$ cat src/rtl/iirbpd_pkg.sv
// Package for the bandpass envelope event detector: widths, coefficients, codes and the microprogram.
`default_nettype none
package iirbpd_pkg;

	localparam int SAMPLE_WIDTH_DEF = 19;
	localparam int FRAC_BITS_DEF    = 16;
	localparam int COEF_W   = 32;
	localparam int ACC_FRAC = 30;
	localparam int HIST_W   = 40;
	localparam int OUT_W    = 21;
	localparam int THR_W    = 20;
	localparam int APB_DW   = 32;
	localparam int APB_AW   = 3;
	localparam logic [THR_W-1:0] THR_RESET = THR_W'(1100);

	// Q2.30 coefficients, rounded to nearest from ten decimal places.
	localparam logic [63:0] Q30_NUM = 64'd536870912;
	localparam logic [63:0] Q30_RND = 64'd2500000000;
	localparam logic [63:0] Q30_DEN = 64'd5000000000;

	localparam logic signed [COEF_W-1:0] BP_B0 =
		$signed(COEF_W'((64'd3705549358 * Q30_NUM + Q30_RND) / Q30_DEN));
	localparam logic signed [COEF_W-1:0] BP_B2 =
		-$signed(COEF_W'((64'd7411098715 * Q30_NUM + Q30_RND) / Q30_DEN));
	localparam logic signed [COEF_W-1:0] BP_B4 = BP_B0;
	localparam logic signed [COEF_W-1:0] BP_A1 =
		-$signed(COEF_W'((64'd15634341687 * Q30_NUM + Q30_RND) / Q30_DEN));
	localparam logic signed [COEF_W-1:0] BP_A2 =
		$signed(COEF_W'((64'd4548488847 * Q30_NUM + Q30_RND) / Q30_DEN));
	localparam logic signed [COEF_W-1:0] BP_A3 =
		-$signed(COEF_W'((64'd723023604 * Q30_NUM + Q30_RND) / Q30_DEN));
	localparam logic signed [COEF_W-1:0] BP_A4 =
		$signed(COEF_W'((64'd1870198984 * Q30_NUM + Q30_RND) / Q30_DEN));
	localparam logic signed [COEF_W-1:0] ENV_B0 =
		$signed(COEF_W'((64'd36216815 * Q30_NUM + Q30_RND) / Q30_DEN));
	localparam logic signed [COEF_W-1:0] ENV_B1 =
		$signed(COEF_W'((64'd72433630 * Q30_NUM + Q30_RND) / Q30_DEN));
	localparam logic signed [COEF_W-1:0] ENV_B2 = ENV_B0;
	localparam logic signed [COEF_W-1:0] ENV_A1 =
		-$signed(COEF_W'((64'd18226949252 * Q30_NUM + Q30_RND) / Q30_DEN));
	localparam logic signed [COEF_W-1:0] ENV_A2 =
		$signed(COEF_W'((64'd8371816513 * Q30_NUM + Q30_RND) / Q30_DEN));

	// Event codes.
	localparam logic [1:0] EVT_NONE  = 2'd0;
	localparam logic [1:0] EVT_START = 2'd1;
	localparam logic [1:0] EVT_STOP  = 2'd2;

	// Register indexes.
	localparam logic REG_THRESHOLD = 1'b0;

	// Control word operations.
	localparam logic [1:0] OP_NOP     = 2'd0;
	localparam logic [1:0] OP_MAC     = 2'd1;
	localparam logic [1:0] OP_BP_END  = 2'd2;
	localparam logic [1:0] OP_ENV_END = 2'd3;

	// Multiplier operand sources.
	localparam logic [3:0] SRC_SAMPLE = 4'd0;
	localparam logic [3:0] SRC_BPX1   = 4'd1;
	localparam logic [3:0] SRC_BPX3   = 4'd2;
	localparam logic [3:0] SRC_BPY0   = 4'd3;
	localparam logic [3:0] SRC_BPY1   = 4'd4;
	localparam logic [3:0] SRC_BPY2   = 4'd5;
	localparam logic [3:0] SRC_BPY3   = 4'd6;
	localparam logic [3:0] SRC_RECT   = 4'd7;
	localparam logic [3:0] SRC_ENVX0  = 4'd8;
	localparam logic [3:0] SRC_ENVX1  = 4'd9;
	localparam logic [3:0] SRC_ENVY0  = 4'd10;
	localparam logic [3:0] SRC_ENVY1  = 4'd11;

	// Operand part: whole integer, low fraction bits or high bits of a history word.
	localparam logic [1:0] PART_INT = 2'd0;
	localparam logic [1:0] PART_LO  = 2'd1;
	localparam logic [1:0] PART_HI  = 2'd2;

	// Coefficient selects.
	localparam logic [3:0] C_BP_B0  = 4'd0;
	localparam logic [3:0] C_BP_B2  = 4'd1;
	localparam logic [3:0] C_BP_B4  = 4'd2;
	localparam logic [3:0] C_BP_A1  = 4'd3;
	localparam logic [3:0] C_BP_A2  = 4'd4;
	localparam logic [3:0] C_BP_A3  = 4'd5;
	localparam logic [3:0] C_BP_A4  = 4'd6;
	localparam logic [3:0] C_ENV_B0 = 4'd7;
	localparam logic [3:0] C_ENV_B1 = 4'd8;
	localparam logic [3:0] C_ENV_B2 = 4'd9;
	localparam logic [3:0] C_ENV_A1 = 4'd10;
	localparam logic [3:0] C_ENV_A2 = 4'd11;

	// Sequencing.
	localparam logic NXT_STEP     = 1'b0;
	localparam logic NXT_WAIT_OUT = 1'b1;

	localparam int NUM_STEPS = 22;
	localparam int STEP_W    = $clog2(NUM_STEPS);
	localparam logic [STEP_W-1:0] LAST_STEP = STEP_W'(NUM_STEPS - 1);

	typedef struct packed {
		logic [1:0] op;
		logic [3:0] src;
		logic [1:0] part;
		logic [3:0] coef;
		logic       sub;
		logic       first;
		logic       nxt;
	} ucode_t;

	function automatic logic signed [COEF_W-1:0] coef_rom(input logic [3:0] sel);
		logic signed [COEF_W-1:0] c;
		case (sel)
			C_BP_B0:  c = BP_B0;
			C_BP_B2:  c = BP_B2;
			C_BP_B4:  c = BP_B4;
			C_BP_A1:  c = BP_A1;
			C_BP_A2:  c = BP_A2;
			C_BP_A3:  c = BP_A3;
			C_BP_A4:  c = BP_A4;
			C_ENV_B0: c = ENV_B0;
			C_ENV_B1: c = ENV_B1;
			C_ENV_B2: c = ENV_B2;
			C_ENV_A1: c = ENV_A1;
			C_ENV_A2: c = ENV_A2;
			default:  c = '0;
		endcase
		return c;
	endfunction

	// The microprogram: bandpass section, then envelope section.
	function automatic ucode_t ucode_rom(input logic [STEP_W-1:0] step);
		ucode_t w;
		case (step)
			STEP_W'(0):  w = '{OP_MAC, SRC_SAMPLE, PART_INT, C_BP_B0, 1'b0, 1'b1, NXT_STEP};
			STEP_W'(1):  w = '{OP_MAC, SRC_BPX1, PART_INT, C_BP_B2, 1'b0, 1'b0, NXT_STEP};
			STEP_W'(2):  w = '{OP_MAC, SRC_BPX3, PART_INT, C_BP_B4, 1'b0, 1'b0, NXT_STEP};
			STEP_W'(3):  w = '{OP_MAC, SRC_BPY0, PART_LO, C_BP_A1, 1'b1, 1'b0, NXT_STEP};
			STEP_W'(4):  w = '{OP_MAC, SRC_BPY0, PART_HI, C_BP_A1, 1'b1, 1'b0, NXT_STEP};
			STEP_W'(5):  w = '{OP_MAC, SRC_BPY1, PART_LO, C_BP_A2, 1'b1, 1'b0, NXT_STEP};
			STEP_W'(6):  w = '{OP_MAC, SRC_BPY1, PART_HI, C_BP_A2, 1'b1, 1'b0, NXT_STEP};
			STEP_W'(7):  w = '{OP_MAC, SRC_BPY2, PART_LO, C_BP_A3, 1'b1, 1'b0, NXT_STEP};
			STEP_W'(8):  w = '{OP_MAC, SRC_BPY2, PART_HI, C_BP_A3, 1'b1, 1'b0, NXT_STEP};
			STEP_W'(9):  w = '{OP_MAC, SRC_BPY3, PART_LO, C_BP_A4, 1'b1, 1'b0, NXT_STEP};
			STEP_W'(10): w = '{OP_MAC, SRC_BPY3, PART_HI, C_BP_A4, 1'b1, 1'b0, NXT_STEP};
			STEP_W'(11): w = '{OP_NOP, SRC_SAMPLE, PART_INT, C_BP_B0, 1'b0, 1'b0, NXT_STEP};
			STEP_W'(12): w = '{OP_BP_END, SRC_SAMPLE, PART_INT, C_BP_B0, 1'b0, 1'b0, NXT_STEP};
			STEP_W'(13): w = '{OP_MAC, SRC_ENVX0, PART_INT, C_ENV_B1, 1'b0, 1'b1, NXT_STEP};
			STEP_W'(14): w = '{OP_MAC, SRC_ENVX1, PART_INT, C_ENV_B2, 1'b0, 1'b0, NXT_STEP};
			STEP_W'(15): w = '{OP_MAC, SRC_ENVY0, PART_LO, C_ENV_A1, 1'b1, 1'b0, NXT_STEP};
			STEP_W'(16): w = '{OP_MAC, SRC_ENVY0, PART_HI, C_ENV_A1, 1'b1, 1'b0, NXT_STEP};
			STEP_W'(17): w = '{OP_MAC, SRC_ENVY1, PART_LO, C_ENV_A2, 1'b1, 1'b0, NXT_STEP};
			STEP_W'(18): w = '{OP_MAC, SRC_ENVY1, PART_HI, C_ENV_A2, 1'b1, 1'b0, NXT_STEP};
			STEP_W'(19): w = '{OP_MAC, SRC_RECT, PART_INT, C_ENV_B0, 1'b0, 1'b0, NXT_STEP};
			STEP_W'(20): w = '{OP_NOP, SRC_SAMPLE, PART_INT, C_BP_B0, 1'b0, 1'b0, NXT_STEP};
			STEP_W'(21): w = '{OP_ENV_END, SRC_SAMPLE, PART_INT, C_BP_B0, 1'b0, 1'b0,
				NXT_WAIT_OUT};
			default:     w = '{OP_NOP, SRC_SAMPLE, PART_INT, C_BP_B0, 1'b0, 1'b0,
				NXT_WAIT_OUT};
		endcase
		return w;
	endfunction

endpackage
`default_nettype wire

$ cat src/rtl/iir_bandpass_envelope_event_detector.sv
// Top level of the bandpass envelope event detector: microcoded multiply-accumulate datapath.
//
// Channel   Direction  Handshake                   Word
// sample    in         sample_valid / sample_ready accel_sample
// result    out        result_valid / result_ready bandpass_value, envelope_value, event_code
// config    in         APB (psel, penable, ...)    event_threshold at byte address 0
//
// Each sample runs a 22-step program, one step per cycle, through one shared signed
// 32 x 24 multiplier and its accumulator; no new sample is taken before the last step completes.
// The last step waits while the result register is still full, so a stalled result
// holds the block on that step; a new sample may be taken in the cycle it completes.
// Reset arms the detector and clears all filter histories at once.
`default_nettype none
module iir_bandpass_envelope_event_detector #(
	parameter int SAMPLE_WIDTH = iirbpd_pkg::SAMPLE_WIDTH_DEF,
	parameter int FRAC_BITS    = iirbpd_pkg::FRAC_BITS_DEF
) (
	input  wire logic                                  clk,
	input  wire logic                                  arst_n,
	input  wire logic                                  sample_valid,
	output logic                                       sample_ready,
	input  wire logic signed [SAMPLE_WIDTH-1:0]        accel_sample,
	output logic                                       result_valid,
	input  wire logic                                  result_ready,
	output logic signed [iirbpd_pkg::OUT_W-1:0]        bandpass_value,
	output logic signed [iirbpd_pkg::OUT_W-1:0]        envelope_value,
	output logic [1:0]                                 event_code,
	input  wire logic                                  psel,
	input  wire logic                                  penable,
	input  wire logic                                  pwrite,
	input  wire logic [iirbpd_pkg::APB_AW-1:0]         paddr,
	input  wire logic [iirbpd_pkg::APB_DW-1:0]         pwdata,
	output logic [iirbpd_pkg::APB_DW-1:0]              prdata,
	output logic                                       pready
);

	localparam int OUT_W  = iirbpd_pkg::OUT_W;
	localparam int HIST_W = iirbpd_pkg::HIST_W;
	localparam int THR_W  = iirbpd_pkg::THR_W;
	localparam int STEP_W = iirbpd_pkg::STEP_W;
	localparam int HI_W   = HIST_W - FRAC_BITS;
	localparam int OPW_A  = (SAMPLE_WIDTH > OUT_W) ? SAMPLE_WIDTH : OUT_W;
	localparam int OPW_B  = (HI_W > FRAC_BITS + 1) ? HI_W : FRAC_BITS + 1;
	localparam int OPW    = (OPW_A > OPW_B) ? OPW_A : OPW_B;
	localparam int PW     = iirbpd_pkg::COEF_W + OPW;
	localparam int ACC_W  = PW + 4;
	localparam int S_H    = iirbpd_pkg::ACC_FRAC - FRAC_BITS;
	localparam int S_O    = iirbpd_pkg::ACC_FRAC;

	localparam logic signed [ACC_W-1:0] HALF_H = ACC_W'(1) << (S_H - 1);
	localparam logic signed [ACC_W-1:0] HALF_O = ACC_W'(1) << (S_O - 1);
	localparam logic signed [OUT_W-1:0] OUT_MIN = {1'b1, {(OUT_W-1){1'b0}}};
	localparam logic signed [OUT_W-1:0] OUT_MAX = {1'b0, {(OUT_W-1){1'b1}}};

	typedef struct packed {
		logic valid;
		logic first;
		logic sub;
		logic lo;
	} mac_ctl_t;

	iirbpd_pkg::ucode_t uc;

	logic                      busy_q;
	logic [STEP_W-1:0]         step_q;
	logic [THR_W-1:0]          thr_q;
	logic                      in_motion_q;
	logic                      result_valid_q;

	logic signed [SAMPLE_WIDTH-1:0] sample_q;
	logic signed [SAMPLE_WIDTH-1:0] bp_x_q [4];
	logic signed [HIST_W-1:0]       bp_y_q [4];
	logic signed [OUT_W-1:0]        env_x_q [2];
	logic signed [HIST_W-1:0]       env_y_q [2];
	logic signed [OUT_W-1:0]        bp_q;
	logic signed [OUT_W-1:0]        rect_q;

	mac_ctl_t                  ctl_s1;
	logic signed [PW-1:0]      prod_s1;
	logic signed [ACC_W-1:0]   acc_q;

	logic signed [OUT_W-1:0]   bp_out_q;
	logic signed [OUT_W-1:0]   env_out_q;
	logic [1:0]                code_q;

	logic                      out_free;
	logic                      finish;
	logic                      accept;
	logic                      env_fire;
	logic                      cfg_write;

	logic signed [SAMPLE_WIDTH-1:0] int_in;
	logic signed [OUT_W-1:0]        int_out;
	logic                           int_is_out;
	logic signed [HIST_W-1:0]       y_sel;
	logic signed [OPW-1:0]          opnd;
	logic signed [iirbpd_pkg::COEF_W-1:0] coef;

	logic signed [PW-1:0]      term;
	logic signed [ACC_W-1:0]   term_ext;

	logic signed [ACC_W-1:0]   hist_sum;
	logic signed [ACC_W-1:0]   hist_full;
	logic signed [ACC_W-1:0]   out_sum;
	logic signed [ACC_W-1:0]   out_full;
	logic [ACC_W-HIST_W:0]     hist_top;
	logic [ACC_W-OUT_W:0]      out_top;
	logic signed [HIST_W-1:0]  y_new;
	logic signed [OUT_W-1:0]   o_new;
	logic signed [OUT_W-1:0]   rect_next;
	logic signed [OUT_W-1:0]   thr_s;
	logic [1:0]                code_next;
	logic                      motion_next;

	assign uc = iirbpd_pkg::ucode_rom(step_q);

	assign out_free     = !result_valid_q || result_ready;
	assign finish       = busy_q && (uc.nxt == iirbpd_pkg::NXT_WAIT_OUT) && out_free;
	assign sample_ready = !busy_q || finish;
	assign accept       = sample_valid && sample_ready;
	assign env_fire     = finish && (uc.op == iirbpd_pkg::OP_ENV_END);

	assign cfg_write = psel && penable && pwrite && (paddr[2] == iirbpd_pkg::REG_THRESHOLD);
	assign pready    = 1'b1;
	assign prdata    = (psel && (paddr[2] == iirbpd_pkg::REG_THRESHOLD)) ?
		iirbpd_pkg::APB_DW'(thr_q) : '0;

	assign result_valid   = result_valid_q;
	assign bandpass_value = bp_out_q;
	assign envelope_value = env_out_q;
	assign event_code     = code_q;

	// Operand selection for the shared multiplier.
	always_comb begin
		int_in     = sample_q;
		int_out    = rect_q;
		int_is_out = 1'b0;
		y_sel      = bp_y_q[0];
		case (uc.src)
			iirbpd_pkg::SRC_SAMPLE: int_in = sample_q;
			iirbpd_pkg::SRC_BPX1:   int_in = bp_x_q[1];
			iirbpd_pkg::SRC_BPX3:   int_in = bp_x_q[3];
			iirbpd_pkg::SRC_BPY0:   y_sel = bp_y_q[0];
			iirbpd_pkg::SRC_BPY1:   y_sel = bp_y_q[1];
			iirbpd_pkg::SRC_BPY2:   y_sel = bp_y_q[2];
			iirbpd_pkg::SRC_BPY3:   y_sel = bp_y_q[3];
			iirbpd_pkg::SRC_RECT: begin
				int_out    = rect_q;
				int_is_out = 1'b1;
			end
			iirbpd_pkg::SRC_ENVX0: begin
				int_out    = env_x_q[0];
				int_is_out = 1'b1;
			end
			iirbpd_pkg::SRC_ENVX1: begin
				int_out    = env_x_q[1];
				int_is_out = 1'b1;
			end
			iirbpd_pkg::SRC_ENVY0:  y_sel = env_y_q[0];
			iirbpd_pkg::SRC_ENVY1:  y_sel = env_y_q[1];
			default:                int_in = sample_q;
		endcase
		case (uc.part)
			iirbpd_pkg::PART_LO: opnd = OPW'({1'b0, y_sel[FRAC_BITS-1:0]});
			iirbpd_pkg::PART_HI: opnd = OPW'($signed(y_sel[HIST_W-1:FRAC_BITS]));
			iirbpd_pkg::PART_INT: opnd = int_is_out ? OPW'(int_out) : OPW'(int_in);
			default:             opnd = '0;
		endcase
		coef = iirbpd_pkg::coef_rom(uc.coef);
	end

	// The low-part product of a feedback term is floored down by the fraction bits.
	always_comb begin
		term     = ctl_s1.lo ? (prod_s1 >>> FRAC_BITS) : prod_s1;
		term_ext = ACC_W'(term);
	end

	// Rounding half away from zero, then saturation, for history and integer output.
	always_comb begin
		hist_sum  = acc_q + HALF_H - ACC_W'(acc_q[ACC_W-1]);
		hist_full = hist_sum >>> S_H;
		hist_top  = hist_full[ACC_W-1:HIST_W-1];
		if ((&hist_top) || !(|hist_top)) begin
			y_new = hist_full[HIST_W-1:0];
		end else begin
			y_new = {hist_full[ACC_W-1], {(HIST_W-1){~hist_full[ACC_W-1]}}};
		end
		out_sum  = acc_q + HALF_O - ACC_W'(acc_q[ACC_W-1]);
		out_full = out_sum >>> S_O;
		out_top  = out_full[ACC_W-1:OUT_W-1];
		if ((&out_top) || !(|out_top)) begin
			o_new = out_full[OUT_W-1:0];
		end else begin
			o_new = {out_full[ACC_W-1], {(OUT_W-1){~out_full[ACC_W-1]}}};
		end
	end

	// Rectifier and threshold detector.
	always_comb begin
		if (!bp_q[OUT_W-1]) begin
			rect_next = bp_q;
		end else if (bp_q == OUT_MIN) begin
			rect_next = OUT_MAX;
		end else begin
			rect_next = -bp_q;
		end
		thr_s       = $signed({1'b0, thr_q});
		code_next   = iirbpd_pkg::EVT_NONE;
		motion_next = in_motion_q;
		if (!in_motion_q && (o_new > thr_s)) begin
			code_next   = iirbpd_pkg::EVT_START;
			motion_next = 1'b1;
		end else if (in_motion_q && (o_new < thr_s)) begin
			code_next   = iirbpd_pkg::EVT_STOP;
			motion_next = 1'b0;
		end
	end

	// Sequencer, configuration and detector state.
	always_ff @(posedge clk or negedge arst_n) begin
		if (!arst_n) begin
			busy_q         <= 1'b0;
			step_q         <= '0;
			thr_q          <= iirbpd_pkg::THR_RESET;
			in_motion_q    <= 1'b0;
			result_valid_q <= 1'b0;
			ctl_s1         <= '0;
		end else begin
			if (cfg_write) begin
				thr_q <= pwdata[THR_W-1:0];
			end
			if (accept) begin
				busy_q <= 1'b1;
				step_q <= '0;
			end else if (finish) begin
				busy_q <= 1'b0;
				step_q <= '0;
			end else if (busy_q && (uc.nxt == iirbpd_pkg::NXT_STEP)) begin
				step_q <= step_q + STEP_W'(1);
			end
			if (env_fire) begin
				in_motion_q    <= motion_next;
				result_valid_q <= 1'b1;
			end else if (result_ready) begin
				result_valid_q <= 1'b0;
			end
			ctl_s1.valid <= busy_q && (uc.op == iirbpd_pkg::OP_MAC);
			ctl_s1.first <= uc.first;
			ctl_s1.sub   <= uc.sub;
			ctl_s1.lo    <= (uc.part == iirbpd_pkg::PART_LO);
		end
	end

	// Filter histories.
	always_ff @(posedge clk or negedge arst_n) begin
		if (!arst_n) begin
			bp_x_q  <= '{default: '0};
			bp_y_q  <= '{default: '0};
			env_x_q <= '{default: '0};
			env_y_q <= '{default: '0};
		end else begin
			if (busy_q && (uc.op == iirbpd_pkg::OP_BP_END)) begin
				bp_x_q <= '{sample_q, bp_x_q[0], bp_x_q[1], bp_x_q[2]};
				bp_y_q <= '{y_new, bp_y_q[0], bp_y_q[1], bp_y_q[2]};
			end
			if (env_fire) begin
				env_x_q <= '{rect_q, env_x_q[0]};
				env_y_q <= '{y_new, env_y_q[0]};
			end
		end
	end

	// Datapath registers.
	always_ff @(posedge clk) begin
		if (accept) begin
			sample_q <= accel_sample;
		end
		prod_s1 <= coef * opnd;
		if (ctl_s1.valid) begin
			if (ctl_s1.first) begin
				acc_q <= ctl_s1.sub ? -term_ext : term_ext;
			end else begin
				acc_q <= ctl_s1.sub ? (acc_q - term_ext) : (acc_q + term_ext);
			end
		end
		if (busy_q && (uc.op == iirbpd_pkg::OP_BP_END)) begin
			bp_q <= o_new;
		end
		rect_q <= rect_next;
		if (env_fire) begin
			bp_out_q  <= bp_q;
			env_out_q <= o_new;
			code_q    <= code_next;
		end
	end

	a_step_bound: assert property (@(posedge clk) disable iff (!arst_n)
		busy_q |-> step_q <= iirbpd_pkg::LAST_STEP)
		else $error("step counter ran past the end of the program");

	a_motion_only_on_result: assert property (@(posedge clk) disable iff (!arst_n)
		!env_fire |=> $stable(in_motion_q))
		else $error("motion state changed without a result");

	a_code_matches_motion: assert property (@(posedge clk) disable iff (!arst_n)
		env_fire |=> ((event_code == iirbpd_pkg::EVT_NONE) == $stable(in_motion_q)))
		else $error("event code disagrees with the motion state");

	a_bp_hist_only_at_end: assert property (@(posedge clk) disable iff (!arst_n)
		!(busy_q && (uc.op == iirbpd_pkg::OP_BP_END)) |=> $stable(bp_y_q[0]))
		else $error("bandpass history moved outside its update step");

endmodule
`default_nettype wire
$ cat config.mk
export PLATFORM = sky130hd
export DESIGN_NAME = iir_bandpass_envelope_event_detector
export DESIGN_NICKNAME = d
export VERILOG_FILES = /design/src/rtl/iirbpd_pkg.sv /design/src/rtl/iir_bandpass_envelope_event_detector.sv
export SDC_FILE = /design/constraint.sdc
export NUM_CORES = 2
export LEC_CHECK = 0
export ABC_CLOCK_PERIOD_IN_PS = 9790
export BUFFER_PORTS_ARGS = -buffer_cell sky130_fd_sc_hd__buf_2
export CAP_MARGIN = 40
export CORE_UTILIZATION = 55
export DETAILED_ROUTE_END_ITERATION = 10
export GPL_TIMING_DRIVEN = 0
export PLACE_DENSITY = 0.82
export SLEW_MARGIN = 5
export SYNTH_ARGS = -nofsm -noshare
export SYNTH_HDL_FRONTEND = slang
export SYNTH_SLANG_ARGS = --single-unit
export TNS_END_PERCENT = 20
$ cat constraint.sdc
create_clock -name clk -period 9.79 [get_ports clk]
set_clock_uncertainty 0.15 [all_clocks]
set_input_delay 1.958 -clock clk [delete_from_list [all_inputs] [get_ports clk]]
set_output_delay 1.958 -clock clk [all_outputs]
set_load 0.02 [all_outputs]
### Word level (Yosys, flattened, before mapping)

Memories as Yosys holds them, arrays and structs flattened.
Cells that the tools add are included.
Widths: inputs -> output; s select.

* divide/modulo/power cells: 0
* shift-type cells: 0
* multiplexer cells: 25
* bitwise gates (word level): 5
* add/subtract/negate cells: 9
* $lt $le $gt $ge: 2
* reduce and logical (&&, ||, !) cells: 34
* multipliers: 1
* equality and inequality tests: 16

Operators by type and width (count)
* $pmux 40 s5: 1
* $mux 60: 3
* $sub 60x1->60: 2
* $pmux 24 s3: 1
* $add 60x14->60 const B: 1
* $add 60x30->60 const B: 1
* $add 60x56->60: 1
* $mux 20: 3
* $neg 56->60: 1
* $sub 60x56->60: 1
* $mul 32x24->56: 1
* $mux 55: 1
* $pmux 21 s2: 1
* $mux 40: 1
* $pmux 19 s2: 1
* $mux 24: 1
* $eq 21x21->1 const B: 1
* $gt 21x21->1: 1
* $lt 21x21->1: 1
* $mux 21: 1
* $neg 21->21: 1
* $eq 4x3->1 const B: 4
* $eq 4x4->1 const B: 4
* $mux 5: 3
* other kinds (21): 55

* memories kept: 2
* RAM bits: 0
* register bits after elaboration: 611
* bits in read-only memories: 992
* output and inout port bits: 79
* latch bits: 0
* logic and storage cells: 124

Memory list
* (no name shown): words 16, width 32, rd ports 1, clocked after Yosys merged registers in 0, wr ports 0, line iirbpd_pkg.sv:111 `case (sel)`
* (no name shown): words 32, width 15, rd ports 1, clocked after Yosys merged registers in 0, wr ports 0, line iirbpd_pkg.sv:132 `case (step)`

### Logic depth before layout (Yosys ltp)

* depth in word-level cells: 10
* depth in mapped cells: 46
* gate-level depth less buffers: 43

### Worst setup path after synthesis

No wires, ideal clock.

* path type: register to register
* from: register step_q[0]
* to: register prod_s1[55]
* buffers on the path: 4
* arrival: 10.440 ns
* period minus slack after synthesis: 10.734 ns
* slack: -0.944 ns
* stages on the path, launching flop included: 45
* setup time: 0.143 ns
* path through: dfrtp_1 > inv_1 > ha_1 > a211oi_1 > a21oi_1 > nor2_1 > a21oi_1 > inv_1 > ha_1 > and3_1 > clkbuf_1 > or2_1 > clkbuf_1 > nor4_2 > clkbuf_1 > nand2_1 > a31oi_1 > a21oi_1 > [9 not listed] > inv_1 > fa_1 > fa_1 > inv_1 > fa_1 > inv_1 > ha_1 > a211oi_1 > o21bai_1 > a21o_1 > a221o_1 > a31oi_1 > o21ai_1 > a31oi_1 > o31ai_1 > a211oi_1 > o21a_1 > o211ai_1

* word-level cells in the longest chain between the ends: 7
* elaborated cells on any way between the ends: 23
* those cells by class: 1 x mul; 12 x eq/ne; 6 x mux; 2 x reduce/logical; 2 x memory

RTL lines
* start: declaration: line iir_bandpass_envelope_event_detector.sv:65 `logic [STEP_W-1:0] step_q;`
* start signal: assignment: line iir_bandpass_envelope_event_detector.sv:239 `step_q <= step_q + STEP_W'(1);`
* $mem_v2 32x15 *
* $eq 4x4->1 or $eq 4x3->1 (tied branches): line iir_bandpass_envelope_event_detector.sv:139 `case (uc.src)`
* $reduce_or 3->1 (no source line)
* $mux 1: line iir_bandpass_envelope_event_detector.sv:139
* $mux 24: line iir_bandpass_envelope_event_detector.sv:166 `iirbpd_pkg::PART_INT: opnd = int_is_out ? OPW'(int_out) : OPW'(int_in);`
* $pmux 24 s3: line iir_bandpass_envelope_event_detector.sv:163 `case (uc.part)`
* $mul 32x24->56 *: line iir_bandpass_envelope_event_detector.sv:278 `prod_s1 <= coef * opnd;`
* end signal: assignment: line iir_bandpass_envelope_event_detector.sv:278
* end: declaration: line iir_bandpass_envelope_event_detector.sv:79 `logic signed [PW-1:0] prod_s1;`

Every way passes the cells marked *; elsewhere a longest branch is shown, timed or not.
A chain may end at the register's enable or synchronous reset.

### Worst setup path after layout

Same ends and word-level chain as after synthesis.

==> results.yml <==
cells_and_area:
  final_core_util: 0.646
  final_nets: 9061
  syn_to_final_growth_pct: 16.2
  drive_gt1_frac: 0.132
  final_cell_area_um2: 74000
  instances_no_fill: 9472
die:
  io_pins: 140
  start_util: 0.556
  dieArea_um2: 117000
  rows: 124
  coreArea_um2: 115000
  die_width_um: 342
  die_h_um: 342
timing:
  rsz0062_at_grt: "yes"
  finalSetupTns_ns: -11.61
  slew_headroom: 0.273
  setup_viol_count_final: 29
  tightestPinTransition_ns: 1.09
  fin_crit_sh: 1.07
  final_max_slew_viol_count: 0
  max_freq_ghz: 0.0954
  hold_viol: 0
  final.setup.worst_slack_ns: -0.695
  period_minus_slack_ns: 10.49
logic_synthesis:
  yosys.cell_count.top_type: "nand2_1"
  synth_top_area_cell: "fa_1"
  yosysUniqueCellTypes: 99
  async_flop_share: 0.638
  synth-edff-count: 144
  ys_ff_latch: 611
  syn_area_um2: 63700
  seq_area_frac_synth: 0.245
  ys_warn_count: 0
  synth.top_cell.area_share: 0.247
  yosys-top-cells-area: "fa_1 25%, dfrtp_1 15%, nand2_1 9.7%"
  synth_ff_type: "dfrtp_1"
  postSynthCellCount: 7470
  yosys-top-cells-count: "1,646 x nand2_1, 1,034 x inv_1, 785 x fa_1"
  postSynthAreaPerCell_um2: 8.52
critical_path:
  cp.arrival_ns: 10.86
  cpPeakStageDelay_ns: 0.92
  endpoint_kind: "register"
  timing.critical_path.mode_cell: "fa_1"
  cp_slowest_cell: "a222oi_1"
  required_ns: 10.16
  crit_type: "reg2reg"
  path_max_fanout: 7
  startpoint_type: "register"
global_routing:
  grt_max_degree: 90
  grt_usage: 0.423
  grt_pass1_vias: 57800
  overflow: 0
  grt_pass1_wl_mm: 364
  antenna_found_initial: 11
placement:
  place_inst: 9177
  place.port_buffers: 112
  dpl-instance-area_um2: 67200
  gp_congestion: 1.07
  dpl.hpwl_mm: 190
route:
  ant_nets: 0
  drt_drc_violations_left: 0
  firstDrtPassIters: 10
  drt_iter0_markers: 6933
  viasPerCell: 6.13
  num_vias: 58100
  wl_per_cell_um: 26.1
  wirelength_mm: 247
clocking:
  cts_buffers: 71
  cts_tree: "yes"
  clock_latency_ns: 0.67
  cts-htree-levels: 3
  cts_buffer_depth: 3
  cts_sinks: 611
  clk_pin_slew_ns: 0.06
  ctsRootBufferMaster: "clkbuf_16"
outcome:
  status: "finished, violations left"
  violations: "negative setup slack"
job:
  drv_cap: 0
min_path:
  hold_class: "reg2reg"
final timing paths:
kind                       cells after the start  slack [ns]                 endpoint             startpoint
setup / recovery                              41       -0.70      prod_s1[55]$_DFF_P_  step_q[0]$_DFFE_PN0P_
hold / removal                                 2        0.29  env_x_q[41]$_DFFE_PN0P_  rect_q[20]$_SDFF_PP0_
setup reg to reg                              41       -0.70      prod_s1[55]$_DFF_P_  step_q[0]$_DFFE_PN0P_
hold reg to reg                                2        0.29  env_x_q[41]$_DFFE_PN0P_  rect_q[20]$_SDFF_PP0_
max in group asynchronous                      4        6.69   bp_x_q[51]$_DFFE_PN0P_                 arst_n
min in group asynchronous                      1        1.13    thr_q[13]$_DFFE_PN0P_                 arst_n
what timing repair did:
item / in CTS / in global routing
pin swaps: 114 / 91
hold buffers: 0 / 0
cloned: 10 / 1
buffers inserted: 133 / 30
gates resized for setup: 645 / 109
setup endpoints to repair: 47 / 37
cell usage in the layout, fill, tap and decap left out, drive strengths merged, types with 14 or more instances in the layout:
cell type and n:
a211oi 26, a21o 119, a21oi 370, a221oi 45
a222oi 41, a22oi 48, a31oi 58, and2 91
and3 42, buf 438, clkbuf 395, clkinv 20
conb 14, dfrtp 386, dfxtp 77, edfxtp 144
fa 785, ha 313, inv 1043, mux2 22
mux2i 55, nand2 1646, nand2b 63, nand3 60
nand4 44, nor2 519, nor2b 37, nor3 72
nor3b 25, nor4 17, o211ai 35, o21a 52
o21ai 315, o21bai 33, o31ai 19, or2 26
or3 31, xnor2 146, xor2 132
flip-flops by register name, summed over array words and instances (netlist names):
signal,flops
busy_q,1
bp_q,21
result_valid,1
bp_y_q,160
event_code,2
env_x_q,42
env_y_q,80
rect_q,21
thr_q,20
envelope_value,21
in_motion_q,1
step_q,5
prod_s1,56
sample_q,19
bandpass_value,21
bp_x_q,76
ctl_s1,4
acc_q,60
final cells by class:
class | instances | area [µm²]
Clock inverter | 27 | 235
Multi-Input combinational cell | 5447 | 44500
Buffer | 373 | 2570
Inverter | 1039 | 3920
Timing Repair Buffer | 359 | 3080
Tap cell | 1512 | 1890
Fill cell | 9416 | 40500
Clock buffer | 102 | 2090
Sequential cell | 611 | 15600
Antenna cell | 2 | 5.00
kinds of logic after synthesis:
kind of cell	after synthesis	share of synthesized area
AOI/OAI and AO/OA	1273	0.128
DFF	611	0.245
muxes	78	0.0131
buffers and inverters	1424	0.0861
and+or+nand+nor	2705	0.181
xor gates and xnor gates	278	0.0382
other	2	0.000118
adders and majority gates	1099	0.308
per-layer routing:
layer | vias up | routed length, µm | GRT usage
met1 | 28700 | 91700 | 0.544
met3 | 925 | 29600 | 0.123
met5 | - | 205 | 0
met2 | 3578 | 106000 | 0.626
li1 | 24900 | - | -
met4 | 6 | 19600 | 0.267
worst max-delay path, delay by kind of cell (launching register included):
kind                     cells  cell delay (ns)
buffers and inverters       11             1.26
adder cells (fa/ha/maj)     10             4.50
AO/OA/AOI/OAI               14             3.27
AND/OR/NAND/NOR              6             0.72
flip-flops                   1             0.44
metrics by stage:
step	setup WS [ns]	hold slack (ns)
final	-0.695	0.288
after floorplan	0.0298	0.259
after global placement	-3.47	0.268
after global routing	-0.925	0.314
after detailed placement	-3.07	0.278
after CTS	-0.265	0.284
Power is not shown: default switching activity piles up to over one toggle a cycle in this logic, so the estimate is an artifact.
